[config.mk]
export PLATFORM = sky130hd
export DESIGN_NAME = framed_packet_parser_crc16_core
export DESIGN_NICKNAME = d
export VERILOG_FILES = /design/src/hdl/fppc_pkg.sv /design/src/hdl/framed_packet_parser_crc16_core.sv
export SDC_FILE = /design/constraint.sdc
export NUM_CORES = 1
export LEC_CHECK = 0
export ABC_AREA = 1
export BUFFER_PORTS_ARGS = -buffer_cell sky130_fd_sc_hd__buf_2
export CORE_MARGIN = 8
export CORE_UTILIZATION = 55
export CTS_BUF_LIST = sky130_fd_sc_hd__clkbuf_8
export DETAILED_ROUTE_END_ITERATION = 10
export GPL_ROUTABILITY_DRIVEN = 1
export PLACE_DENSITY_LB_ADDON = 0.2
export SKIP_LAST_GASP = 1
export SYNTH_ARGS = -nofsm -noshare
export SYNTH_HDL_FRONTEND = slang
export SYNTH_SLANG_ARGS = --single-unit
export TNS_END_PERCENT = 30
[constraint.sdc]
create_clock -name aclk -period 2.6 [get_ports aclk]
set_input_delay 0 -clock aclk [delete_from_list [all_inputs] [get_ports aclk]]
set_output_delay 0 -clock aclk [all_outputs]
set_load 0.02 [all_outputs]
[src/hdl/fppc_pkg.sv]
// Types, constants and the CRC byte update shared by the packet deframer.
package fppc_pkg;

    localparam int CFG_ADDR_W = 4;

    typedef enum logic [3:0] {
        PH_HUNT    = 4'd0,
        PH_VER     = 4'd1,
        PH_TYPE    = 4'd2,
        PH_LEN_L   = 4'd3,
        PH_LEN_H   = 4'd4,
        PH_STAMP   = 4'd5,
        PH_FRAME   = 4'd6,
        PH_PAYLOAD = 4'd7,
        PH_CRC_L   = 4'd8,
        PH_CRC_H   = 4'd9
    } phase_t;

    typedef enum logic [2:0] {
        KIND_NONE    = 3'd0,
        KIND_PAYLOAD = 3'd1,
        KIND_GOOD    = 3'd2,
        KIND_CRC_ERR = 3'd3,
        KIND_DESYNC  = 3'd4
    } kind_t;

    typedef enum logic [1:0] {
        REG_START   = 2'd0,
        REG_VERSION = 2'd1,
        REG_LIMIT   = 2'd2
    } cfg_idx_t;

    localparam logic [7:0]  START_RESET   = 8'd165;
    localparam logic [7:0]  VERSION_RESET = 8'd1;
    localparam logic [10:0] LIMIT_RESET   = 11'd1024;

    localparam logic [15:0] CRC_INIT = 16'hFFFF;
    localparam logic [15:0] CRC_POLY = 16'h1021;
    localparam logic [10:0] FIELD_BYTES = 11'd4;

    // CRC-16/CCITT-FALSE over one byte, most significant bit first.
    function automatic logic [15:0] crc16_byte(input logic [15:0] crc, input logic [7:0] d);
        logic [15:0] c;
        c = crc ^ {d, 8'h00};
        for (int b = 0; b < 8; b++) begin
            c = c[15] ? ((c << 1) ^ CRC_POLY) : (c << 1);
        end
        return c;
    endfunction

endpackage

[src/hdl/framed_packet_parser_crc16_core.sv]
// Top level of the framed packet deframer with CRC-16 check.
// Byte-stream deframer: each input transfer carries one received byte and produces exactly one
// result transfer. The block hunts for the start byte, checks the version byte, then collects
// type, little-endian length, time stamp, frame number, payload and CRC (CRC-16/CCITT-FALSE
// over everything after the start byte). Payload bytes come out as they arrive; the last CRC
// byte reports good or CRC error, and a wrong version or an over-long length reports desync.
// Sustained rate is one byte per clock while m_ready stays high. The byte sits in the input
// register, and the combinational byte-wide CRC and parser update loads the result register
// from it. The header, length and counter fields of a result show the parser state just after
// that byte. Registers over APB: 0x0 start byte, 0x4 version byte, 0x8 payload limit.
module framed_packet_parser_crc16_core #(
    parameter int MAX_PAYLOAD = 1024
) (
    input  logic                            aclk,
    input  logic                            aresetn,
    input  logic                            psel,
    input  logic                            penable,
    input  logic                            pwrite,
    input  logic [fppc_pkg::CFG_ADDR_W-1:0] paddr,
    input  logic [31:0]                     pwdata,
    output logic [31:0]                     prdata,
    output logic                            pready,
    input  logic                            s_valid,
    output logic                            s_ready,
    input  logic [7:0]                      s_rx_byte,
    output logic                            m_valid,
    input  logic                            m_ready,
    output logic [2:0]                      m_kind,
    output logic [7:0]                      m_data_byte,
    output logic [9:0]                      m_payload_index,
    output logic [7:0]                      m_packet_type,
    output logic [10:0]                     m_packet_length,
    output logic [31:0]                     m_time_stamp,
    output logic [31:0]                     m_frame_number,
    output logic [31:0]                     m_good_count,
    output logic [31:0]                     m_crc_error_count,
    output logic [31:0]                     m_desync_count
);
    import fppc_pkg::*;

    localparam logic [15:0] MAX_LEN = 16'(MAX_PAYLOAD);

    logic [7:0]  start_reg;
    logic [7:0]  version_reg;
    logic [10:0] limit_reg;

    logic        in_valid_reg;
    logic [7:0]  in_byte_reg;
    logic        advance;

    phase_t      phase_reg, phase_next;
    logic [15:0] crc_reg, crc_next;
    logic [10:0] pos_reg, pos_next;
    logic [7:0]  type_reg, type_next;
    logic [10:0] length_reg, length_next;
    logic [31:0] stamp_reg, stamp_next;
    logic [31:0] frame_reg, frame_next;
    logic [7:0]  crc_low_reg, crc_low_next;
    logic [31:0] good_reg, good_next;
    logic [31:0] crc_err_reg, crc_err_next;
    logic [31:0] desync_reg, desync_next;

    logic        m_valid_reg;
    kind_t       kind_reg, kind_next;
    logic [7:0]  data_reg, data_next;
    logic [9:0]  index_reg, index_next;

    logic [15:0] crc_upd;
    logic [15:0] len_full;
    logic [15:0] limit_eff;
    logic [10:0] pos_inc;
    logic [4:0]  lane_shift;

    // Configuration port
    assign pready = 1'b1;

    always_ff @(posedge aclk) begin
        if (!aresetn) begin
            start_reg   <= START_RESET;
            version_reg <= VERSION_RESET;
            limit_reg   <= LIMIT_RESET;
        end else if (psel && penable && pwrite) begin
            unique case (paddr[3:2])
                REG_START:   start_reg   <= pwdata[7:0];
                REG_VERSION: version_reg <= pwdata[7:0];
                REG_LIMIT:   limit_reg   <= pwdata[10:0];
                default:     ;
            endcase
        end
    end

    always_comb begin
        unique case (paddr[3:2])
            REG_START:   prdata = {24'd0, start_reg};
            REG_VERSION: prdata = {24'd0, version_reg};
            REG_LIMIT:   prdata = {21'd0, limit_reg};
            default:     prdata = 32'd0;
        endcase
    end

    // Input register; the parser advances whenever the result register is free or emptying.
    assign advance = in_valid_reg && (!m_valid_reg || m_ready);
    assign s_ready = !in_valid_reg || advance;

    always_ff @(posedge aclk) begin
        if (!aresetn) begin
            in_valid_reg <= 1'b0;
        end else if (s_ready) begin
            in_valid_reg <= s_valid;
        end
    end

    always_ff @(posedge aclk) begin
        if (s_ready && s_valid) begin
            in_byte_reg <= s_rx_byte;
        end
    end

    // Parser datapath
    assign crc_upd    = crc16_byte(crc_reg, in_byte_reg);
    assign len_full   = {in_byte_reg, length_reg[7:0]};
    assign limit_eff  = ({5'd0, limit_reg} > MAX_LEN) ? MAX_LEN : {5'd0, limit_reg};
    assign pos_inc    = pos_reg + 11'd1;
    assign lane_shift = {pos_reg[1:0], 3'b000};

    always_comb begin
        phase_next   = phase_reg;
        crc_next     = crc_reg;
        pos_next     = pos_reg;
        type_next    = type_reg;
        length_next  = length_reg;
        stamp_next   = stamp_reg;
        frame_next   = frame_reg;
        crc_low_next = crc_low_reg;
        good_next    = good_reg;
        crc_err_next = crc_err_reg;
        desync_next  = desync_reg;
        kind_next    = KIND_NONE;
        data_next    = 8'd0;
        index_next   = 10'd0;

        unique case (phase_reg)
            PH_HUNT: begin
                if (in_byte_reg == start_reg) begin
                    crc_next   = CRC_INIT;
                    phase_next = PH_VER;
                end
            end
            PH_VER: begin
                crc_next = crc_upd;
                if (in_byte_reg != version_reg) begin
                    phase_next  = PH_HUNT;
                    desync_next = desync_reg + 32'd1;
                    kind_next   = KIND_DESYNC;
                end else begin
                    phase_next = PH_TYPE;
                end
            end
            PH_TYPE: begin
                crc_next   = crc_upd;
                type_next  = in_byte_reg;
                phase_next = PH_LEN_L;
            end
            PH_LEN_L: begin
                crc_next    = crc_upd;
                length_next = {3'd0, in_byte_reg};
                phase_next  = PH_LEN_H;
            end
            PH_LEN_H: begin
                crc_next    = crc_upd;
                length_next = len_full[10:0];
                if (len_full > limit_eff) begin
                    phase_next  = PH_HUNT;
                    desync_next = desync_reg + 32'd1;
                    kind_next   = KIND_DESYNC;
                end else begin
                    pos_next   = 11'd0;
                    stamp_next = 32'd0;
                    phase_next = PH_STAMP;
                end
            end
            PH_STAMP: begin
                crc_next   = crc_upd;
                stamp_next = stamp_reg | ({24'd0, in_byte_reg} << lane_shift);
                pos_next   = pos_inc;
                if (pos_inc >= FIELD_BYTES) begin
                    pos_next   = 11'd0;
                    frame_next = 32'd0;
                    phase_next = PH_FRAME;
                end
            end
            PH_FRAME: begin
                crc_next   = crc_upd;
                frame_next = frame_reg | ({24'd0, in_byte_reg} << lane_shift);
                pos_next   = pos_inc;
                if (pos_inc >= FIELD_BYTES) begin
                    pos_next   = 11'd0;
                    phase_next = (length_reg == 11'd0) ? PH_CRC_L : PH_PAYLOAD;
                end
            end
            PH_PAYLOAD: begin
                crc_next   = crc_upd;
                kind_next  = KIND_PAYLOAD;
                data_next  = in_byte_reg;
                index_next = pos_reg[9:0];
                pos_next   = pos_inc;
                if (pos_inc >= length_reg) begin
                    phase_next = PH_CRC_L;
                end
            end
            PH_CRC_L: begin
                crc_low_next = in_byte_reg;
                phase_next   = PH_CRC_H;
            end
            PH_CRC_H: begin
                phase_next = PH_HUNT;
                if ({in_byte_reg, crc_low_reg} == crc_reg) begin
                    good_next = good_reg + 32'd1;
                    kind_next = KIND_GOOD;
                end else begin
                    crc_err_next = crc_err_reg + 32'd1;
                    kind_next    = KIND_CRC_ERR;
                end
            end
            default: begin
                phase_next = PH_HUNT;
            end
        endcase
    end

    // The parser state only moves when a new result is loaded, so the header and counter
    // fields of the result are read straight from it.
    always_ff @(posedge aclk) begin
        if (!aresetn) begin
            phase_reg   <= PH_HUNT;
            crc_reg     <= CRC_INIT;
            pos_reg     <= 11'd0;
            type_reg    <= 8'd0;
            length_reg  <= 11'd0;
            stamp_reg   <= 32'd0;
            frame_reg   <= 32'd0;
            crc_low_reg <= 8'd0;
            good_reg    <= 32'd0;
            crc_err_reg <= 32'd0;
            desync_reg  <= 32'd0;
            m_valid_reg <= 1'b0;
            kind_reg    <= KIND_NONE;
            data_reg    <= 8'd0;
            index_reg   <= 10'd0;
        end else begin
            if (advance) begin
                phase_reg   <= phase_next;
                crc_reg     <= crc_next;
                pos_reg     <= pos_next;
                type_reg    <= type_next;
                length_reg  <= length_next;
                stamp_reg   <= stamp_next;
                frame_reg   <= frame_next;
                crc_low_reg <= crc_low_next;
                good_reg    <= good_next;
                crc_err_reg <= crc_err_next;
                desync_reg  <= desync_next;
                kind_reg    <= kind_next;
                data_reg    <= data_next;
                index_reg   <= index_next;
                m_valid_reg <= 1'b1;
            end else if (m_ready) begin
                m_valid_reg <= 1'b0;
            end
        end
    end

    assign m_valid           = m_valid_reg;
    assign m_kind            = kind_reg;
    assign m_data_byte       = data_reg;
    assign m_payload_index   = index_reg;
    assign m_packet_type     = type_reg;
    assign m_packet_length   = length_reg;
    assign m_time_stamp      = stamp_reg;
    assign m_frame_number    = frame_reg;
    assign m_good_count      = good_reg;
    assign m_crc_error_count = crc_err_reg;
    assign m_desync_count    = desync_reg;

endmodule

### Word level (Yosys, flattened, before mapping)

Cells that the tools add are included.

| word-level totals | value |
|---|---|
| bits in registers | 276 |
| latch bits | 0 |
| RAM bits | 0 |
| bits in read-only memories | 0 |
| input bits | 51 |
| output and inout port bits | 235 |
| logic and storage cells | 138 |
| memories kept | 0 |

| cells by class | value |
|---|---|
| add/subtract/negate cells | 4 |
| multipliers | 0 |
| divide/modulo/power cells | 0 |
| $lt $le $gt $ge | 4 |
| equal/unequal tests | 21 |
| shifts and indexed selects | 1 |
| multiplexer cells | 39 |
| bitwise logic cells | 13 |
| reductions and logical operators | 35 |

Operator list:

| operator | number |
|---|---|
| $pmux 32 s2 | 3 |
| $mux 32 | 4 |
| $mux 13 | 8 |
| $add 32x1->32 const B | 3 |
| $pmux 11 s3 | 2 |
| $or 32x32->32 | 2 |
| $pmux 4 s9 | 1 |
| $mux 11 | 3 |
| $pmux 16 s2 | 1 |
| $shl 8x5->32 | 1 |
| $not 3->3 | 8 |
| $pmux 11 s2 | 1 |
| $reduce_and 3->1 | 7 |
| $mux 4 | 5 |
| $eq 16x16->1 | 1 |
| $eq 4x3->1 const B | 4 |
| $gt 16x11->1 | 1 |
| $mux 16 | 1 |
| $xor 16x16->16 | 1 |
| $ne 2x2->1 const B | 7 |
| $pmux 3 s4 | 1 |
| $reduce_and 2->1 | 6 |
| $reduce_bool 2->1 | 6 |
| $add 11x1->11 const B | 1 |
| other kinds (27) | 39 |

### Logic depth before layout (Yosys ltp)

| logic depth | value |
|---|---|
| depth after elaboration | 18 |
| mapped depth | 21 |

### Worst setup path before layout

No wires, ideal clock.

| path | value |
|---|---|
| path kind | register to register |
| from | reg limit_reg[5] |
| to | reg desync_reg[23] (netlist: m_desync_count[23]) |
| library setup time | 0.070 ns |
| arrival | 2.175 ns |
| data required time | 2.530 ns |
| slack | 0.355 ns |
| stages on the path, launching flop included | 19 |
| path buffers | 1 |
| clock period less this slack | 2.245 ns |
| cell sequence | dfxtp_1 nor2_1 nand3_1 nor3_1 a21oi_1 inv_1 nand2_1 ha_1 a21o_1 nor2_1 nand2_1 nand2_1 nand2_1 nand2_1 nand2_2 nand2_4 buf_6 nand2_1 a21oi_1 |

| between the ends | value |
|---|---|
| longest elaborated chain between the ends | 5 |

RTL lines:

| what | RTL line | source |
|---|---|---|
| start, declared | framed_packet_parser_crc16_core.sv:45 | `logic [10:0] limit_reg;` |
| start signal, assigned | framed_packet_parser_crc16_core.sv:86 | `REG_LIMIT: limit_reg <= pwdata[10:0];` |
| $gt 11x11->1 | framed_packet_parser_crc16_core.sv:122 | `assign limit_eff = ({5'd0, limit_reg} > MAX_LEN) ? MAX_LEN : {5'd0, limit_reg};` |
| $mux 11 * | framed_packet_parser_crc16_core.sv:122 |  |
| $gt 16x11->1 * | framed_packet_parser_crc16_core.sv:172 | `if (len_full > limit_eff) begin` |
| $ne 2x2->1 (no line) * | - |  |
| $reduce_and 4->1 (no line) * | - |  |
| end signal, assigned | framed_packet_parser_crc16_core.sv:262 | `desync_reg <= desync_next;` |
| end, declared | framed_packet_parser_crc16_core.sv:61 | `logic [31:0] desync_reg, desync_next;` |

Mark *: on every way between the ends. The rest lies on a longest branch, timed or not.
A chain may end at the register's enable or synchronous reset.

### Worst setup path after layout

| path | value |
|---|---|
| from | reg limit_reg[6] |
| to | reg pos_reg[6] |

| between the ends | value |
|---|---|
| longest elaborated chain between the ends | 5 |

RTL lines:

| what | RTL line | source |
|---|---|---|
| $gt 11x11->1 | framed_packet_parser_crc16_core.sv:122 |  |
| $mux 11 * | framed_packet_parser_crc16_core.sv:122 |  |
| $gt 16x11->1 * | framed_packet_parser_crc16_core.sv:172 |  |
| $ne 2x2->1 (no line) * | - |  |
| $reduce_and 3->1 (no line) * | - |  |
| end signal, assigned | framed_packet_parser_crc16_core.sv:254 | `pos_reg <= pos_next;` |
| end, declared | framed_packet_parser_crc16_core.sv:53 | `logic [10:0] pos_reg, pos_next;` |

Marked as above.

==> run_results.csv <==
group,metric,value,unit
status,status,"complete, but fails checks",
status,violations,"setup timing",
synth,synth_edf_count,8,
setup_path,path_max_fanout,8,
setup_path,cp-endpoint,"pos_reg[6]$_SDFFE_PN0P_",
clock_tree,cts_tree,"done",
synth,ys_top_cells_by_count,"nand2_1 (467), dfxtp_1 (268), a21oi_1 (209)",
global_routing,antenna_found_initial,0,
final_layout,nNetsFinal,2422,
die,initial_utilization,0.557,
timing,final-setup-viol-count,42,
timing,holdWs,47.8,ps
die,die_y,178,µm
detailed_routing,routed_wl,44700,µm
setup_path,r2r-end,"pos_reg[6]$_SDFFE_PN0P_",
setup_path,critical_path_class,"reg2reg",
global_routing,grt_max_degree,83,
timing,worst_pin_slew,1070,ps
timing,skew,27.6,ps
final_layout,drive_gt1_frac,0.212,
min_path,hold_path_class,"in2reg",
die,rows,59,
synth,synth_ff_type,"dfxtp_1",
global_routing,grt_usage,0.267,
timing,setup_slack,-78.1,ps
job,maxCapViolations,0,
final_layout,final_util,0.687,
detailed_routing,wl_per_cell,16.5,µm
setup_path,startpoint_type,"register",
timing,max_slew_margin,0.284,
detailed_routing,drtPass1Iterations,6,
setup_path,crit_start,"limit_reg[6]$_SDFFE_PN0P_",
synth,ys_ff_latch,276,
final_layout,diodes,0,
power,p_total,8870,µW
placement,dp_worst_setup_slack,-63.0,ps
synth,synth_top_area_share,0.370,
detailed_routing,num_vias,14889,
timing,slew_violations,0,
synth,netlist_area,14500,µm²
timing,tns,-846,ps
power,leakagePower,0.00749,µW
placement,routabilityCongestion,0.951,
final_layout,syn_to_final_growth,23.3,%
synth,synthArstFlopShare,0,
power,powerDensity,497,nW/µm²
die,io_pins,286,
timing,period_share,1.03,
die,core,26000,µm²
synth,yosys-top-cells-area,"dfxtp_1 (37%), nand2_1 (12%), a21oi_1 (7.2%)",
synth,yosysSeqAreaShare,0.387,
timing,period_minus_slack,2680,ps
synth,syn_inst,2057,
detailed_routing,via_per_inst,5.48,
detailed_routing,initialDrtViolationCount,1482,
timing,finalHoldViolCount,0,
placement,hpwlAfterDp,31400,µm
setup_path,required,3080,ps
final_layout,fill_cells,2280,
power,ir_drop,0.404,mV
clock_tree,cts_sinks,276,
synth,synth.most_common_cell,"nand2_1",
global_routing,grt_pass1_vias,14037,
detailed_routing,ant_nets,0,
synth,synth_top_area_cell,"dfxtp_1",
placement,portBuffers,240,
setup_path,r2r_setup_slack,-80,ps
clock_tree,root_buffer,"clkbuf_8",
setup_path,worstRegToRegCells,19,
global_routing,grt_overflow,0,
clock_tree,path_clk_slew,70,ps
timing,rsz0062_at_grt,"yes",
synth,syn_avg_cell_area,7.04,µm²
clock_tree,worst_skew_pair.late_latency,560,ps
setup_path,arrival,3160,ps
detailed_routing,drc,0,
synth,ys_warn_count,0,
setup_path,critPathCaptureType,"register",
die,die_width,178,µm
synth,ys_types,43,
timing,timing.fmax,373,MHz
global_routing,grt_pass1_wl,70600,µm
setup_path,rr_startpoint,"limit_reg[6]$_SDFFE_PN0P_",
clock_tree,clockBufferDepth,3,
clock_tree,htreeDepth,2,
clock_tree,cts_made_buffers,46,
die,dieArea,31800,µm²
[worst min path at each step]
stage | startpoint | end | slack [ps] | cells after the start
final | paddr[3] | version_reg[0]$_SDFFE_PN1P_ | 50 | 6
after global routing | paddr[3] | version_reg[0]$_SDFFE_PN1P_ | 70 | 6
after CTS | paddr[3] | version_reg[0]$_SDFFE_PN1P_ | 2 | 6
after detailed placement | s_rx_byte[5] | in_byte_reg[5]$_DFFE_PP_ | 180 | 1
after global placement | s_rx_byte[4] | in_byte_reg[4]$_DFFE_PP_ | 180 | 1
after floorplan | s_rx_byte[0] | in_byte_reg[0]$_DFFE_PP_ | 100 | 0
[final cells by class]
cell class / instances / area (µm²) / area share
tap: 335 / 419 / 0.0235
clock buffer: 56 / 771 / 0.0432
inverter: 213 / 803 / 0.0450
sequential: 276 / 5610 / 0.314
timing repair buffer: 329 / 2120 / 0.119
clock inverter: 27 / 214 / 0.0120
multi-input combinational: 1479 / 7930 / 0.444
[worst max-delay path, stage by stage (launching register included)]
cell     delay, ps
dfxtp_2        340
nor2_4         100
nand3_2         80
nor3_2         200
a21oi_2         90
inv_2          130
nand2_1        120
ha_4           290
nand2_1         80
nor2_1         140
nor2_1          70
nand2_1         60
nand2_1         50
nand2_2        120
buf_6          120
nand3_4        110
nand2_4        170
buf_8          150
o21ai_1         70
a21oi_1        130
[where the power goes]
part	total (µW)	switching, µW	internal, µW
combinational	472	321	150
clock	4090	1750	2340
sequential	4310	34.5	4270
[layout by cell type (no fill, tap or decap), types with 5 or more instances in the layout]
master,instances
nand2_1,442
dfxtp_1,267
buf_2,240
inv_1,215
nor2_1,188
a21oi_1,182
nand3_1,126
nor3_1,76
o21ai_0,72
nand4_1,65
xor2_1,61
a21oi_2,57
clkbuf_8,56
xnor2_1,44
buf_4,44
dlygate4sd3_1,31
conb_1,22
ha_1,21
nand2_4,17
o211ai_1,16
nand2_2,16
inv_2,14
nor2_2,10
nor4_1,9
edfxtp_1,8
nand3b_1,7
o21ai_1,7
buf_12,7
a211oi_1,6
ha_4,5
[logic make-up (layout without fill, tap and decap cells)]
group / after synthesis / in the layout / synth area share
compound gates: 348 / 348 / 0.133
xor+xnor: 107 / 107 / 0.0657
fa+ha+maj: 26 / 26 / 0.0225
buf+inv: 322 / 625 / 0.0975
flops: 276 / 276 / 0.387
other cells: 2 / 22 / 0.000518
simple gates: 976 / 976 / 0.294
[metrics by stage]
| step | std cells | instance area, µm² |
|---|---|---|
| 2_1_floorplan | 2077 | 14600 |
| 3_3_place_gp | 2596 | 16100 |
| 3_5_place_dp | 2596 | 16100 |
| 4_1_cts | 2710 | 17400 |
| 5_1_grt | 2715 | 17900 |
| 6_report | 2715 | 17900 |
[timing repair]
| action | CTS | global route |
|---|---|---|
| setup endpoints to repair | 73 | 114 |
| gates cloned | 0 | 4 |
| resized for setup | 2 | 105 |
| pin swaps | 0 | 17 |
| hold buffers | 31 | 0 |
| endpoints found under the hold margin | 56 | 0 |
| buffers inserted | 0 | 1 |
[layer usage]
layer | routed length, µm | track usage | share of wire
met1 | 19100 | 0.346 | 0.43
met3 | 3910 | 0.0572 | 0.087
met4 | 1380 | 0.0927 | 0.031
met2 | 20300 | 0.433 | 0.45
met5 | 0 | 0 | 0
(Power assumes the default switching activity.)
